===== config.mk =====
export PLATFORM = sky130hd
export DESIGN_NAME = http_chunked_body_decoder
export DESIGN_NICKNAME = d
export VERILOG_FILES = /design/src/rtl/hcbd_pkg.sv /design/src/rtl/http_chunked_body_decoder.sv /design/src/rtl/hcbd_front.sv /design/src/rtl/hcbd_queue.sv /design/src/rtl/hcbd_back.sv
export SDC_FILE = /design/constraint.sdc
export NUM_CORES = 1
export LEC_CHECK = 0
export BUFFER_PORTS_ARGS = -buffer_cell sky130_fd_sc_hd__buf_4
export CAP_MARGIN = 30
export CORE_MARGIN = 2
export CORE_UTILIZATION = 40
export CTS_BUF_LIST = sky130_fd_sc_hd__clkbuf_4
export DETAILED_ROUTE_END_ITERATION = 10
export GPL_TIMING_DRIVEN = 1
export HOLD_SLACK_MARGIN = 0.03
export PLACE_DENSITY = 0.6
export RECOVER_POWER = 25
export SLEW_MARGIN = 5
export SYNTH_ARGS = -nofsm -noshare
export SYNTH_HDL_FRONTEND = slang
export SYNTH_SLANG_ARGS = --single-unit

===== constraint.sdc =====
create_clock -name clk -period 16.1 [get_ports clk]
set_input_delay 0.805 -clock clk [delete_from_list [all_inputs] [get_ports clk]]
set_output_delay 0.805 -clock clk [all_outputs]
set_load 0.02 [all_outputs]

===== src/rtl/hcbd_pkg.sv =====
// Shared types and constants for the chunked body decoder.
package hcbd_pkg;

	// Width of the document size limit register
	localparam int unsigned LIMIT_W = 31;
	// Width of the running body length
	localparam int unsigned COUNT_W = 32;
	// Limit after reset
	localparam logic [LIMIT_W-1:0] LIMIT_RESET = 31'd100000;
	// Default depth of the queue between front and back
	localparam int unsigned QUEUE_DEPTH_DEF = 4;

	// Input operation codes
	localparam logic OP_BYTE  = 1'b0;
	localparam logic OP_BEGIN = 1'b1;

	// Result kinds
	localparam logic KIND_PAYLOAD = 1'b0;
	localparam logic KIND_END     = 1'b1;

	// One classified input word as it travels from front to back
	typedef struct packed {
		logic       op;
		logic [7:0] data_byte;
		logic       is_hex;
		logic [3:0] hex_val;
		logic       is_blank;
		logic       is_cr;
		logic       is_lf;
		logic       is_zero;
		logic       is_x;
	} item_t;

endpackage


===== src/rtl/http_chunked_body_decoder.sv =====
// Top level of the HTTP/1.1 chunked body decoder.
//
// channel   direction  handshake            payload
// input     in         in_valid / in_stall  op, data_byte
// result    out        out_valid / out_stall out_kind, out_byte, body_length, kept_length
// config    in         cfg_valid / cfg_ready cfg_data (max_document_size)
//
// One word a cycle is taken when the result side flows. From input acceptance to result
// a word passes the queue write, then the parser and output register.
// Words with no result pass the parser even while a result waits on out_stall.
// The queue of QUEUE_DEPTH words lets the input run on while the output is stalled.
// Asynchronous active-low reset clears all control state and sets the limit to 100000.
module http_chunked_body_decoder #(
	parameter int unsigned QUEUE_DEPTH = hcbd_pkg::QUEUE_DEPTH_DEF
) (
	input  logic                          clk,
	input  logic                          arst_n,
	input  logic                          in_valid,
	output logic                          in_stall,
	input  logic                          op,
	input  logic [7:0]                    data_byte,
	output logic                          out_valid,
	input  logic                          out_stall,
	output logic                          out_kind,
	output logic [7:0]                    out_byte,
	output logic [hcbd_pkg::COUNT_W-1:0]  body_length,
	output logic [hcbd_pkg::LIMIT_W-1:0]  kept_length,
	input  logic                          cfg_valid,
	output logic                          cfg_ready,
	input  logic [hcbd_pkg::LIMIT_W-1:0]  cfg_data
);
	import hcbd_pkg::*;

	item_t push_item;
	item_t head;
	logic  push;
	logic  pop;
	logic  head_valid;
	logic  q_full;

	// Limit register always takes a write
	assign cfg_ready = 1'b1;

	hcbd_front u_front (
		.in_valid  (in_valid),
		.in_stall  (in_stall),
		.op        (op),
		.data_byte (data_byte),
		.q_full    (q_full),
		.push      (push),
		.push_item (push_item)
	);

	hcbd_queue #(
		.DEPTH (QUEUE_DEPTH)
	) u_queue (
		.clk        (clk),
		.arst_n     (arst_n),
		.push       (push),
		.push_item  (push_item),
		.pop        (pop),
		.head       (head),
		.head_valid (head_valid),
		.full       (q_full)
	);

	hcbd_back u_back (
		.clk         (clk),
		.arst_n      (arst_n),
		.head        (head),
		.head_valid  (head_valid),
		.pop         (pop),
		.cfg_valid   (cfg_valid && cfg_ready),
		.cfg_data    (cfg_data),
		.out_valid   (out_valid),
		.out_stall   (out_stall),
		.out_kind    (out_kind),
		.out_byte    (out_byte),
		.body_length (body_length),
		.kept_length (kept_length)
	);

endmodule


===== src/rtl/hcbd_front.sv =====
// Front part: takes input words and classifies each byte for the parser.
module hcbd_front (
	input  logic               in_valid,
	output logic               in_stall,
	input  logic               op,
	input  logic [7:0]         data_byte,
	input  logic               q_full,
	output logic               push,
	output hcbd_pkg::item_t    push_item
);
	import hcbd_pkg::*;

	// Stall while the queue has no room
	assign in_stall = q_full;
	assign push     = in_valid && !q_full;

	// Classify the byte: hex digit, blank, line-end characters, prefix characters
	always_comb begin
		push_item           = '0;
		push_item.op        = op;
		push_item.data_byte = data_byte;
		push_item.is_blank  = (data_byte == 8'h20) || (data_byte >= 8'h09 && data_byte <= 8'h0D);
		push_item.is_cr     = (data_byte == 8'h0D);
		push_item.is_lf     = (data_byte == 8'h0A);
		push_item.is_zero   = (data_byte == 8'h30);
		push_item.is_x      = (data_byte == 8'h78) || (data_byte == 8'h58);
		if (data_byte >= 8'h30 && data_byte <= 8'h39) begin
			push_item.is_hex  = 1'b1;
			push_item.hex_val = data_byte[3:0];
		end else if (data_byte >= 8'h61 && data_byte <= 8'h66) begin
			push_item.is_hex  = 1'b1;
			push_item.hex_val = 4'(data_byte[3:0] + 4'd9);
		end else if (data_byte >= 8'h41 && data_byte <= 8'h46) begin
			push_item.is_hex  = 1'b1;
			push_item.hex_val = 4'(data_byte[3:0] + 4'd9);
		end
	end

endmodule


===== src/rtl/hcbd_queue.sv =====
// Short queue of classified words between front and back.
module hcbd_queue #(
	parameter int unsigned DEPTH = hcbd_pkg::QUEUE_DEPTH_DEF
) (
	input  logic            clk,
	input  logic            arst_n,
	input  logic            push,
	input  hcbd_pkg::item_t push_item,
	input  logic            pop,
	output hcbd_pkg::item_t head,
	output logic            head_valid,
	output logic            full
);
	import hcbd_pkg::*;

	localparam int unsigned PTR_W = (DEPTH > 1) ? $clog2(DEPTH) : 1;
	localparam int unsigned CNT_W = $clog2(DEPTH + 1);

	item_t             store_q [DEPTH];
	logic [PTR_W-1:0]  wr_ptr_q;
	logic [PTR_W-1:0]  rd_ptr_q;
	logic [CNT_W-1:0]  count_q;

	assign head       = store_q[rd_ptr_q];
	assign head_valid = (count_q != '0);
	assign full       = (count_q == CNT_W'(DEPTH));

	// Write the incoming word
	always_ff @(posedge clk) begin
		if (push) begin
			store_q[wr_ptr_q] <= push_item;
		end
	end

	// Advance pointers and track fill level
	always_ff @(posedge clk or negedge arst_n) begin
		if (!arst_n) begin
			wr_ptr_q <= '0;
			rd_ptr_q <= '0;
			count_q  <= '0;
		end else begin
			if (push) begin
				if (wr_ptr_q == PTR_W'(DEPTH - 1)) begin
					wr_ptr_q <= '0;
				end else begin
					wr_ptr_q <= wr_ptr_q + 1'b1;
				end
			end
			if (pop) begin
				if (rd_ptr_q == PTR_W'(DEPTH - 1)) begin
					rd_ptr_q <= '0;
				end else begin
					rd_ptr_q <= rd_ptr_q + 1'b1;
				end
			end
			case ({push, pop})
				2'b10:   count_q <= count_q + 1'b1;
				2'b01:   count_q <= count_q - 1'b1;
				default: count_q <= count_q;
			endcase
		end
	end

endmodule


===== src/rtl/hcbd_back.sv =====
// Back part: size-line parser, chunk counters and the output register.
module hcbd_back (
	input  logic                            clk,
	input  logic                            arst_n,
	input  hcbd_pkg::item_t                 head,
	input  logic                            head_valid,
	output logic                            pop,
	input  logic                            cfg_valid,
	input  logic [hcbd_pkg::LIMIT_W-1:0]    cfg_data,
	output logic                            out_valid,
	input  logic                            out_stall,
	output logic                            out_kind,
	output logic [7:0]                      out_byte,
	output logic [hcbd_pkg::COUNT_W-1:0]    body_length,
	output logic [hcbd_pkg::LIMIT_W-1:0]    kept_length
);
	import hcbd_pkg::*;

	// Parser phases
	localparam logic [2:0] PH_LEAD   = 3'd0;
	localparam logic [2:0] PH_ZERO   = 3'd1;
	localparam logic [2:0] PH_DIGITS = 3'd2;
	localparam logic [2:0] PH_REST   = 3'd3;
	localparam logic [2:0] PH_DATA   = 3'd4;
	localparam logic [2:0] PH_TAIL   = 3'd5;
	localparam logic [2:0] PH_DONE   = 3'd6;

	logic [LIMIT_W-1:0] limit_q;
	logic [2:0]         phase_q, phase_d;
	logic               cr_q, cr_d;
	logic [COUNT_W-1:0] accum_q, accum_d;
	logic [COUNT_W-1:0] left_q, left_d;
	logic [COUNT_W-1:0] total_q, total_d;
	logic [LIMIT_W-1:0] kept_q, kept_d;
	logic               emit, emit_kind;
	logic               line_end;
	logic               out_free;

	logic               out_valid_q;
	logic               out_kind_q;
	logic [7:0]         out_byte_q;
	logic [COUNT_W-1:0] body_length_q;
	logic [LIMIT_W-1:0] kept_length_q;

	assign line_end = cr_q && head.is_lf;

	// Work out the next state and any result for the head word
	always_comb begin
		phase_d   = phase_q;
		cr_d      = cr_q;
		accum_d   = accum_q;
		left_d    = left_q;
		total_d   = total_q;
		kept_d    = kept_q;
		emit      = 1'b0;
		emit_kind = KIND_PAYLOAD;
		if (head.op == OP_BEGIN) begin
			phase_d = PH_LEAD;
			cr_d    = 1'b0;
			accum_d = '0;
			left_d  = '0;
			total_d = '0;
			kept_d  = '0;
		end else begin
			case (phase_q)
				PH_DONE: begin
					phase_d = PH_DONE;
				end
				PH_DATA: begin
					total_d = total_q + 1'b1;
					if (kept_q < limit_q) begin
						kept_d = kept_q + 1'b1;
						emit   = 1'b1;
					end
					left_d = left_q - 1'b1;
					if (left_q == COUNT_W'(1)) begin
						phase_d = PH_TAIL;
						cr_d    = 1'b0;
					end
				end
				PH_TAIL: begin
					cr_d = head.is_cr;
					if (line_end) begin
						phase_d = PH_LEAD;
						accum_d = '0;
						cr_d    = 1'b0;
					end
				end
				default: begin
					cr_d = head.is_cr;
					if (line_end) begin
						cr_d = 1'b0;
						if (accum_q == '0) begin
							phase_d   = PH_DONE;
							emit      = 1'b1;
							emit_kind = KIND_END;
						end else begin
							left_d  = accum_q;
							phase_d = PH_DATA;
						end
					end else begin
						case (phase_q)
							PH_LEAD: begin
								if (head.is_zero) begin
									phase_d = PH_ZERO;
								end else if (head.is_hex) begin
									accum_d = COUNT_W'(head.hex_val);
									phase_d = PH_DIGITS;
								end else if (!head.is_blank) begin
									phase_d = PH_REST;
								end
							end
							PH_ZERO: begin
								if (head.is_x) begin
									phase_d = PH_DIGITS;
								end else if (head.is_hex) begin
									accum_d = {accum_q[COUNT_W-5:0], head.hex_val};
									phase_d = PH_DIGITS;
								end else begin
									phase_d = PH_REST;
								end
							end
							PH_DIGITS: begin
								if (head.is_hex) begin
									accum_d = {accum_q[COUNT_W-5:0], head.hex_val};
								end else begin
									phase_d = PH_REST;
								end
							end
							default: begin
								phase_d = phase_q;
							end
						endcase
					end
				end
			endcase
		end
	end

	// Take the head word unless it has a result and the output is still full
	assign out_free = !out_valid_q || !out_stall;
	assign pop      = head_valid && (!emit || out_free);

	// Hold the document size limit
	always_ff @(posedge clk or negedge arst_n) begin
		if (!arst_n) begin
			limit_q <= LIMIT_RESET;
		end else if (cfg_valid) begin
			limit_q <= cfg_data;
		end
	end

	// Advance parser state
	always_ff @(posedge clk or negedge arst_n) begin
		if (!arst_n) begin
			phase_q <= PH_LEAD;
			cr_q    <= 1'b0;
			accum_q <= '0;
			left_q  <= '0;
			total_q <= '0;
			kept_q  <= '0;
		end else if (pop) begin
			phase_q <= phase_d;
			cr_q    <= cr_d;
			accum_q <= accum_d;
			left_q  <= left_d;
			total_q <= total_d;
			kept_q  <= kept_d;
		end
	end

	// Output valid
	always_ff @(posedge clk or negedge arst_n) begin
		if (!arst_n) begin
			out_valid_q <= 1'b0;
		end else if (out_free) begin
			out_valid_q <= pop && emit;
		end
	end

	// Load the result word
	always_ff @(posedge clk) begin
		if (pop && emit) begin
			out_kind_q    <= emit_kind;
			out_byte_q    <= (emit_kind == KIND_END) ? 8'd0 : head.data_byte;
			body_length_q <= total_d;
			kept_length_q <= kept_d;
		end
	end

	assign out_valid   = out_valid_q;
	assign out_kind    = out_kind_q;
	assign out_byte    = out_byte_q;
	assign body_length = body_length_q;
	assign kept_length = kept_length_q;

endmodule


==> out/results.txt, run 1 <==
Netlist cell types: 66
Status: complete, but fails checks
Via density: 5.36
Final Setup Violations: 0
Fmax: 173 MHz
Critical Path AT: 6680 ps
Most frequent cell after synthesis: o21ai_0
Top layer in use: met4
Max cap viols: 3
WS Path Type: in -> async
Drt initial violations: 788
Area contributors post-synth: edfxtp_1 (29%), dfrtp_1 (27%), o21ai_0 (6.0%), ha_1 (3.7%), mux4_2 (2.6%)
Final worst slack: 10310 ps
Worst-Margin Slew: 2980 ps
Commonest cells post-synth: o21ai_0 (186), dfrtp_1 (164), edfxtp_1 (148)
Critical Path Slowest Stage Cell: clkbuf_1
Number of flops mapped to enable cells by yosys: 148
Setup repair bufs after CTS: 0
Clk_lat worst skew: 740 ps
Switching Share: 38.9%
Clk root buf: clkbuf_4
FFs w/ async S/R, synth: 53.5%
Crit end category: asynchronous set/reset pin
Via Count: 11466
Mapped Area: 15400 um2
Dpl hpwl: 23.9 mm
Initial Util: 40.7%
Layout cells sized above 1: 21.0%
Layout Area Growth over Synthesis: 16.8%
Min cycle time layout: 5790 ps
Final #Nets: 1649
Pint: 1.72 mW
Global-route wire length before repair: 60.2 mm
Clk buf depth: 3
Sequential share of the synthesized area: 56.5%
Crit path max fanout: 54
RSZ-0062 raised after global routing: no
Final WL: 36.6 mm
Startpoint Class: input pin
Main synth FF type: dfrtp_1
Final cycle utilization of the critical path: 36.0%
DRC violations left: 0
CTS buffer count: 84
Clk slew on worst S/H paths: 60 ps
Die Area: 40100 um2
IO Pins: 120
Syn avg cell area: 11.0 um2
Gpl congestion: 0.827
Max VDD drop: 0.104 mV
Yosys reg bits: 318
Synth Warn #: 0
Sequential share of power: 38.4%
Number of buffers and inverters on the critical path: 5
Clock Sinks: 318
PortBufs: 118
Synth Instances: 1405
Slowest cell delay on critical path: 2230 ps
Crit path top cell by count: clkbuf_1
Fin. Hold Viols: 0
Largest net degree at the start of global routing: 77
Initial antenna violation count: 2
Delay-heaviest family, CP: buffers and inverters
Max_slew headroom: -98.7%
Synth area leader: edfxtp_1
CTS tree: done
CP Cell Sequence: dlygate4sd3_1 -> clkbuf_1 -> clkbuf_1 -> buf_4 -> buf_12
Horiz. Die Dim: 200 um
Pleak: 7.33 nW
Hold_ws: 276 ps
GRT Resource Usage Total: 18.4%
Fin Clk Skew: 50.2 ps
Routed length on met3: 2.16 mm
Chip height: 200 um
Part of the power in the clock network: 25.6%
Final setup TNS: 0 ps
Core Region: 37800 um2
Final Max Tran Viols: 169
Dpl ws: 11280 ps
Share of the synthesized area in the top cell type: 28.8%
Vias in the first global route: 11294
Final Total Pwr: 2.81 mW
Router iterations before antenna repair: 5
Net Count, Synth: 1496
Switching pwr: 1.09 mW
DRT antenna net count: 0
Post-detailed-route wirelength per cell: 17.1 um
Worst min-delay path category: in -> reg
Violated checks: capacitance limit, slew limit
Detailed-routing wirelength on met1: 16.7 mm
Row count: 71
Grt ovf: 0
Metal2 WL: 17.0 mm
Pwr dens: 156 nW/um2
Htree depth: 3
WP data required: 16990 ps
Logic pwr share: 36.1%
-- tightest hold or removal path: stages --
cell     delay [ps]
buf_4            70
nand2_1          40
o21ai_0          60
-- layout by cell type (no fill, tap or decap), types with 24 or more instances in the layout --
cell and instances:
a21oi_1 74, buf_4 121, clkbuf_4 127, dfrtp_1 164, edfxtp_1 148, ha_1 45, inv_1 77, nand2_1 93
nand3_1 71, nor2_1 98, nor3_1 24, o21ai_0 186, xor2_1 37
-- kinds of logic after synthesis --
family | count (synthesis) | synth area share [%]
AO/OA/AOI/OAI | 351 | 12.9
multiplexers | 60 | 6.02
other | 1 | 0.0243
XOR/XNOR | 52 | 2.95
flip-flops | 318 | 56.5
buffers and inverters | 153 | 4.07
AND/OR/NAND/NOR | 424 | 13.8
adder cells (fa/ha/maj) | 46 | 3.78
-- final timing paths --
check                                    from                  to  slack, ps  cells after the start
max                                    arst_n    u_back.kept_q[0]      10310                      5
min                               cfg_data[4]   u_back.limit_q[4]        280                      3
max reg2reg                 u_back.kept_q[13]  u_queue.count_q[2]      11640                     14
min reg2reg                u_queue.count_q[2]  u_queue.count_q[2]        490                      1
max in group clk            u_back.kept_q[13]  u_queue.count_q[2]      11640                     14
min in group asynchronous              arst_n    u_back.kept_q[5]       1580                      2
-- power by group through the flow --
| stage | Clock [mW] | Combinational (mW) | Sequential [mW] |
|---|---|---|---|
| after global placement | 0 | 0.982 | 1.09 |
| final | 0.718 | 1.01 | 1.08 |
| after CTS | 0.745 | 1.01 | 1.08 |
| after detailed placement | 0 | 1.01 | 1.09 |
| after floorplan | 0 | 0.691 | 1.10 |
| after global routing | 0.794 | 1.12 | 1.09 |
-- final cells by class --
| cell class | count | area, um2 |
|---|---|---|
| Timing Repair Buffer | 142 | 1130 |
| Antenna cell | 4 | 10.0 |
| Tap cell | 511 | 639 |
| Clock inverter | 26 | 149 |
| Sequential cell | 318 | 8710 |
| Inverter | 78 | 293 |
| Fill cell | 3553 | 19800 |
| Clock buffer | 127 | 953 |
| Multi-Input combinational cell | 934 | 6130 |
-- metal layers --
metal  GRT usage (%)  vias to the layer above
met3            3.99                       58
li1                -                     5510
met2            28.5                      350
met5               0                        -
met4            5.87                        0
met1            25.7                     5548
-- per-stage QoR --
stage               cell area [um2]  utilization (%)  cells
floorplan                     15400                -   1405
global placement              16800             44.3   1973
detailed placement            16900             44.6   1979
CTS                           18000             47.6   2133
global route                  18000             47.6   2140
finish                        18000             47.6   2140
-- state kept, by name, indices dropped and copies added, names as in the netlist --
register	cells
u_back.limit_q	31
u_back.accum_q	32
u_back.phase_q	3
u_queue.count_q	3
u_back.out_valid	1
u_back.left_q	32
u_back.kept_length	31
u_back.total_q	32
u_back.out_byte	8
u_back.out_kind	1
u_queue.rd_ptr_q	2
u_queue.wr_ptr_q	2
u_back.body_length	32
u_back.kept_q	31
u_back.cr_q	1
u_queue.store_q	76
-- what timing repair did --
item | CTS | global route
gates resized for setup | 0 | 0
hold endpoints to repair | 34 | 0
hold buffers | 1 | 0
Note: power is estimated with default switching activity, not from simulation.
==> run 2: changes to the inputs <==
Settings changed: ABC_AREA set to 1, PLACE_DENSITY 0.6 to 0.62.
Clock period 16.1 ns to 5.07 ns, I/O delays scaled along.
==> run 2 against run 1 <==
Net effect: the run still ends with capacitance limit, slew limit left; worst hold slack got worse by 190 ps; sequential share of layout area decreased by 5.1 points; routed wire length up 19%; final cell count rose by 35%.
==> out/results.txt, run 2 <==
Status: complete, but fails checks
Violated checks: capacitance limit, slew limit
Min cycle time layout: 3530 ps
Max cap viols: 1
Clk slew on worst S/H paths: 60 ps
Pwr dens: 502 nW/um2
Crit end category: flop
Worst-Margin Slew: 2280 ps
WS Path Type: reg -> reg
Number of gates resized after cts: 0
Main synth FF type: dfrtp_1
GRT Resource Usage Total: 20.2%
Slowest cell delay on critical path: 640 ps
Grt ovf: 0
Global-route wire length before repair: 71.1 mm
Via density: 5.01
Number of flops mapped to enable cells by yosys: 148
Reg with most FFs: u_queue.store_q
Dpl hpwl: 28.9 mm
Max FFs per register: 76
Layout Area Growth over Synthesis: 20.7%
Die Area: 43300 um2
Critical Path Slowest Stage Cell: nor2_4
Clk root buf: clkbuf_4
Final #Nets: 2373
Htree depth: 3
Grt met3 use: 4.33%
Sequential share of the synthesized area: 52.2%
PortBufs: 118
Area of the multi-input gates: 6720 um2
Yosys reg bits: 318
IO Pins: 120
Max VDD drop: 0.282 mV
Row count: 74
CP Cell Sequence: buf_4 -> inv_1 -> buf_4 -> nor2_1 -> o21ai_0 -> nand2_1 -> nand2_1 -> inv_1 -> nand4_1 -> nand2_2 -> nand2_2 -> nand2_4 -> nor2_4 -> buf_4 -> nand2_1 -> o21ai_1
Final Total Pwr: 10.1 mW
Via Count: 14445
Critical Path AT: 4210 ps
Clock Sinks: 318
Synth area leader: edfxtp_1
Register area: 8710 um2
Commonest non-fill, non-tap cell in the layout: nand2_1
Chip height: 208 um
Post-detailed-route wirelength per cell: 15.1 um
Drt initial violations: 1190
Max_slew headroom: -51.8%
Synth Warn #: 0
Layout cells sized above 1: 13.0%
Fin Clk Skew: 85.7 ps
Fmax: 283 MHz
Area contributors post-synth: edfxtp_1 (27%), dfrtp_1 (25%), nand2_1 (12%), nor2_1 (5.5%), inv_1 (5.3%)
Delay-heaviest family, CP: simple AND/OR/NAND/NOR gates
Met1 Track Usage GR: 26.5%
Router iterations before antenna repair: 5
Setup repair bufs after CTS: 0
Share of the synthesized area in the top cell type: 26.7%
# fillers: 3897
Horiz. Die Dim: 208 um
FFs w/ async S/R, synth: 53.5%
DRT antenna net count: 0
Initial antenna violation count: 2
Largest net degree at the start of global routing: 89
Final Setup Violations: 0
Met2 Use GR: 33.4%
Core Region: 41000 um2
Mapped Area: 16700 um2
CTS tree: done
Pleak: 8.96 nW
Initial Util: 40.7%
Worst min-delay path category: in -> reg
Commonest cells post-synth: nand2_1 (549), nor2_1 (245), inv_1 (237)
CTS buffer count: 86
Most frequent cell after synthesis: nand2_1
Most frequent cells in the layout: nand2_1 (549), nor2_1 (244), inv_1 (236), dfrtp_1 (164), o21ai_0 (152)
Final cycle utilization of the critical path: 69.6%
Final WL: 43.5 mm
Net Count, Synth: 2123
WP data required: 5750 ps
Clk_lat worst skew: 800 ps
Vias in the first global route: 13953
Startpoint Class: flop
RSZ-0062 raised after global routing: no
Crit path max fanout: 46
Netlist cell types: 52
Clk buf depth: 3
DRC violations left: 0
Core Util, Final: 49.1%
Synth Instances: 2032
Number of buffers and inverters on the critical path: 5
Busiest layer in global routing: met2
Gpl congestion: 0.902
Final setup TNS: 0 ps
Fin. Hold Viols: 0
Syn avg cell area: 8.21 um2
Final Max Tran Viols: 39
==> run 2: cell count changes after synthesis, sizes merged, moves of 19 or more <==
cell    before  now
a21oi       76   45
clkbuf      50   30
inv         78  243
mux2        37    2
nand2       95  554
nand3       72  131
nand4       18   37
nor2       100  258
nor4        23    3
o22ai        5   25
o31ai       22    0
==> run 2: routing by layer <==
layer / wire length (um) / part of all wire, %
met5: 0 / 0
met4: 1020 / 2.3
met3: 2540 / 5.8
met2: 20400 / 47
met1: 19500 / 45
==> run 2: path summary, 6_finish.rpt <==
kind / cells after the start / slack (ps) / from / to
worst max-delay path: 16 / 1540 / u_queue.rd_ptr_q[1] / u_back.accum_q[26]
worst min-delay path: 2 / 80 / cfg_valid / u_back.limit_q[4]
worst max register to register: 16 / 1540 / u_queue.rd_ptr_q[1] / u_back.accum_q[26]
worst min register to register: 2 / 480 / u_back.left_q[31] / u_back.left_q[31]
max in group asynchronous: 3 / 2310 / arst_n / u_queue.wr_ptr_q[1]
min in group asynchronous: 2 / 90 / arst_n / u_back.total_q[16]
==> run 2: kinds of logic after synthesis <==
logic type               after synthesis  synth area share [%]
buffers and inverters                314                  7.53
flip-flops                           318                  52.2
other                                  1                0.0225
AO/OA/AOI/OAI                        291                  9.34
multiplexers                           2                 0.135
AND/OR/NAND/NOR                     1034                  25.9
XOR/XNOR                              26                  1.37
adder cells (fa/ha/maj)               46                  3.50
==> run 2: metrics by stage <==
step / instances / setup WS (ps) / cell area [um2] / hold slack (ps)
after floorplan: 2032 / 1230 / 16700 / -42.1
after global placement: 2633 / 1700 / 18100 / 384
after detailed placement: 2633 / 1610 / 18100 / 386
after CTS: 2878 / 1550 / 20100 / 33.1
after global routing: 2883 / 1160 / 20100 / 79.1
final: 2883 / 1540 / 20100 / 80.7
==> run 2: layout make-up <==
| type | instances | area share (%) |
|---|---|---|
| inverter | 243 | 4.55 |
| clock inverter | 32 | 1.11 |
| multi-input combinational | 1400 | 33.4 |
| antenna | 3 | 0.0373 |
| sequential | 318 | 43.2 |
| clock buffer | 122 | 4.55 |
| timing repair buffer | 233 | 9.84 |
| tap | 532 | 3.31 |
==> run 2: report_power, final <==
group	total [mW]	switching, mW	internal, mW
combinational	4.31	2.96	1.35
clock	2.37	1.10	1.27
sequential	3.43	0.237	3.20
total	10.1	4.30	5.81
==> run 2: what timing repair did <==
action                                 4_1_cts  5_1_grt
endpoints found under the hold margin      191        0
setup endpoints to repair                    0        0
hold buffers                                91        0
==> run 3: changes to the inputs <==
Settings changed: ABC_AREA 1 to 0.
Clock period 5.07 ns to 3.06 ns, I/O delays scaled along.
==> run 3 against run 2 <==
Net effect: register-to-register slack worse by 1500 ps; global-route usage is 0.82 points lower; the flow still finishes with violations (capacitance limit, slew limit); utilization grew 3.0 points; setup slack worse by 1500 ps; flip-flop and latch count unchanged; clock power increased by 61%; fmax rose by 17%; non-clock buffer count increased by 80; final cell count fell by 20%; highest routed layer unchanged.
==> out/results.txt, run 3 (synthesized netlist as in run 1, its figures left out) <==
Grt ovf: 0
Horiz. Die Dim: 200 um
Layout Area Growth over Synthesis: 27.8%
CTS buffer count: 81
Max_slew headroom: -21.1%
RR Endpoint: u_queue.count_q[2]
Initial Util: 40.7%
Dpl hpwl: 24.8 mm
Vias in the first global route: 12448
DRC violations left: 0
Clk buf depth: 3
Crit end category: flop
PortBufs: 118
Global-route wire length before repair: 64.0 mm
Gpl congestion: 0.817
Max VDD drop: 0.498 mV
Die Area: 40100 um2
Crit path max fanout: 4
IO Pins: 120
Htree depth: 3
Reg2Reg Depth: 14
Logic pwr share: 38.9%
RSZ-0062 raised after global routing: yes
Chip height: 200 um
Fmax: 331 MHz
DRT antenna net count: 0
Busiest layer in global routing: met2
WP data required: 3650 ps
Final Setup Violations: 0
Violated checks: capacitance limit, slew limit
GRT Resource Usage Total: 19.4%
Part of the power in the clock network: 24.7%
Via density: 5.27
Core Region: 37800 um2
Reg with most FFs: u_queue.store_q
Pint: 9.58 mW
CTS tree: done
Grt met3 use: 3.77%
Final Max Tran Viols: 132
Worst min-delay path category: in -> reg
Fin. Hold Viols: 0
Switching Share: 38.0%
Pleak: 8.12 nW
Status: complete, but fails checks
Sequential share of power: 36.3%
Final WL: 38.8 mm
Core Util, Final: 52.1%
Min cycle time layout: 3020 ps
Clk root buf: clkbuf_4
Clock Sinks: 318
Startpoint Class: flop
Router iterations before antenna repair: 5
WS Path Type: reg -> reg
Switching pwr: 5.88 mW
Worst r2r src: u_back.limit_q[10]
Most frequent cells in the layout: o21ai_0 (183), buf_4 (183), dfrtp_1 (164), edfxtp_1 (148), clkbuf_4 (129)
Final setup TNS: 0 ps
Flop2flop setup slack: 40 ps
Pwr dens: 785 nW/um2
# fillers: 3385
Max cap viols: 3
Drt initial violations: 925
Crit path launch: u_back.limit_q[10]
Post-detailed-route wirelength per cell: 16.9 um
Final #Nets: 1817
Final cycle utilization of the critical path: 98.6%
Worst Setup EP: u_queue.count_q[2]
Via Count: 12122
Clk slew on worst S/H paths: 70 ps
Fin Clk Skew: 63.4 ps
Critical Path AT: 3610 ps
Max FFs per register: 76
Initial antenna violation count: 1
Clk_lat worst skew: 730 ps
Worst-Margin Slew: 1820 ps
Met2 Use GR: 31.7%
Layout cells sized above 1: 24.4%
Met1 Track Usage GR: 25.9%
Row count: 71
Largest net degree at the start of global routing: 78
[run 3: final cells by class]
class                      instances  area [um2]  share of cell area [%]
inverter                          78         293                    1.49
antenna                            1        2.50                  0.0127
clock inverter                    15         126                   0.641
tap                              511         639                    3.24
multi-input combinational        934        6290                    31.9
clock buffer                     129         968                    4.91
timing repair buffer             313        2680                    13.6
sequential                       318        8710                    44.2
[run 3: worst min path at each step]
stage,startpoint,endpoint,cells after the start
after global placement,arst_n,u_back.total_q[23],1
after global routing,cfg_valid,u_back.limit_q[0],2
final,cfg_valid,u_back.limit_q[0],2
after floorplan,arst_n,u_back.accum_q[0],0
after detailed placement,arst_n,u_back.total_q[25],1
after CTS,cfg_valid,u_back.limit_q[0],2
[run 3: repair_timing]
item | CTS | global route
gates resized for setup | 3 | 10
hold endpoints to repair | 270 | 0
hold buffers | 104 | 0
setup endpoints to repair | 68 | 107
pin swaps | 0 | 6
setup buffers | 0 | 4
[run 3: power groups by stage]
stage	clock, mW	sequential (mW)	combinational (mW)
after floorplan	0	5.76	3.71
after global placement	0	5.68	5.74
after detailed placement	0	5.69	5.87
after CTS	3.94	5.61	6.02
after global routing	4.16	5.70	6.62
final	3.82	5.62	6.02
[run 3: worst max-delay path, stage by stage, from the launching register on]
cell	delay [ps]
dfstp_2	530
inv_2	40
ha_4	210
a21oi_2	100
o21ai_1	80
a221oi_2	290
o21ai_2	150
a2111o_1	440
nand2_2	90
inv_2	50
ha_4	170
fa_2	350
xnor2_2	160
nor2_2	60
xor2_1	150
[run 3: layer usage]
layer | part of all wire [%] | vias up
li1 | - | 5824
met1 | 45 | 5894
met2 | 47 | 329
met3 | 5.0 | 75
met4 | 2.3 | 0
met5 | 0 | -
[run 3: metrics by stage]
| stage | hold slack, ps | worst slack, ps | std cells | total power, mW | area (um2) |
|---|---|---|---|---|---|
| after floorplan | -143 | -219 | 1405 | 9.46 | 15500 |
| after global placement | 116 | 32.1 | 2042 | 11.4 | 17500 |
| after detailed placement | 117 | -30.5 | 2046 | 11.6 | 17500 |
| final | 80.4 | 41.4 | 2299 | 15.5 | 19700 |
| after global routing | 92.2 | -76.9 | 2299 | 16.5 | 19700 |
| after CTS | 45.5 | 55.8 | 2294 | 15.6 | 19700 |
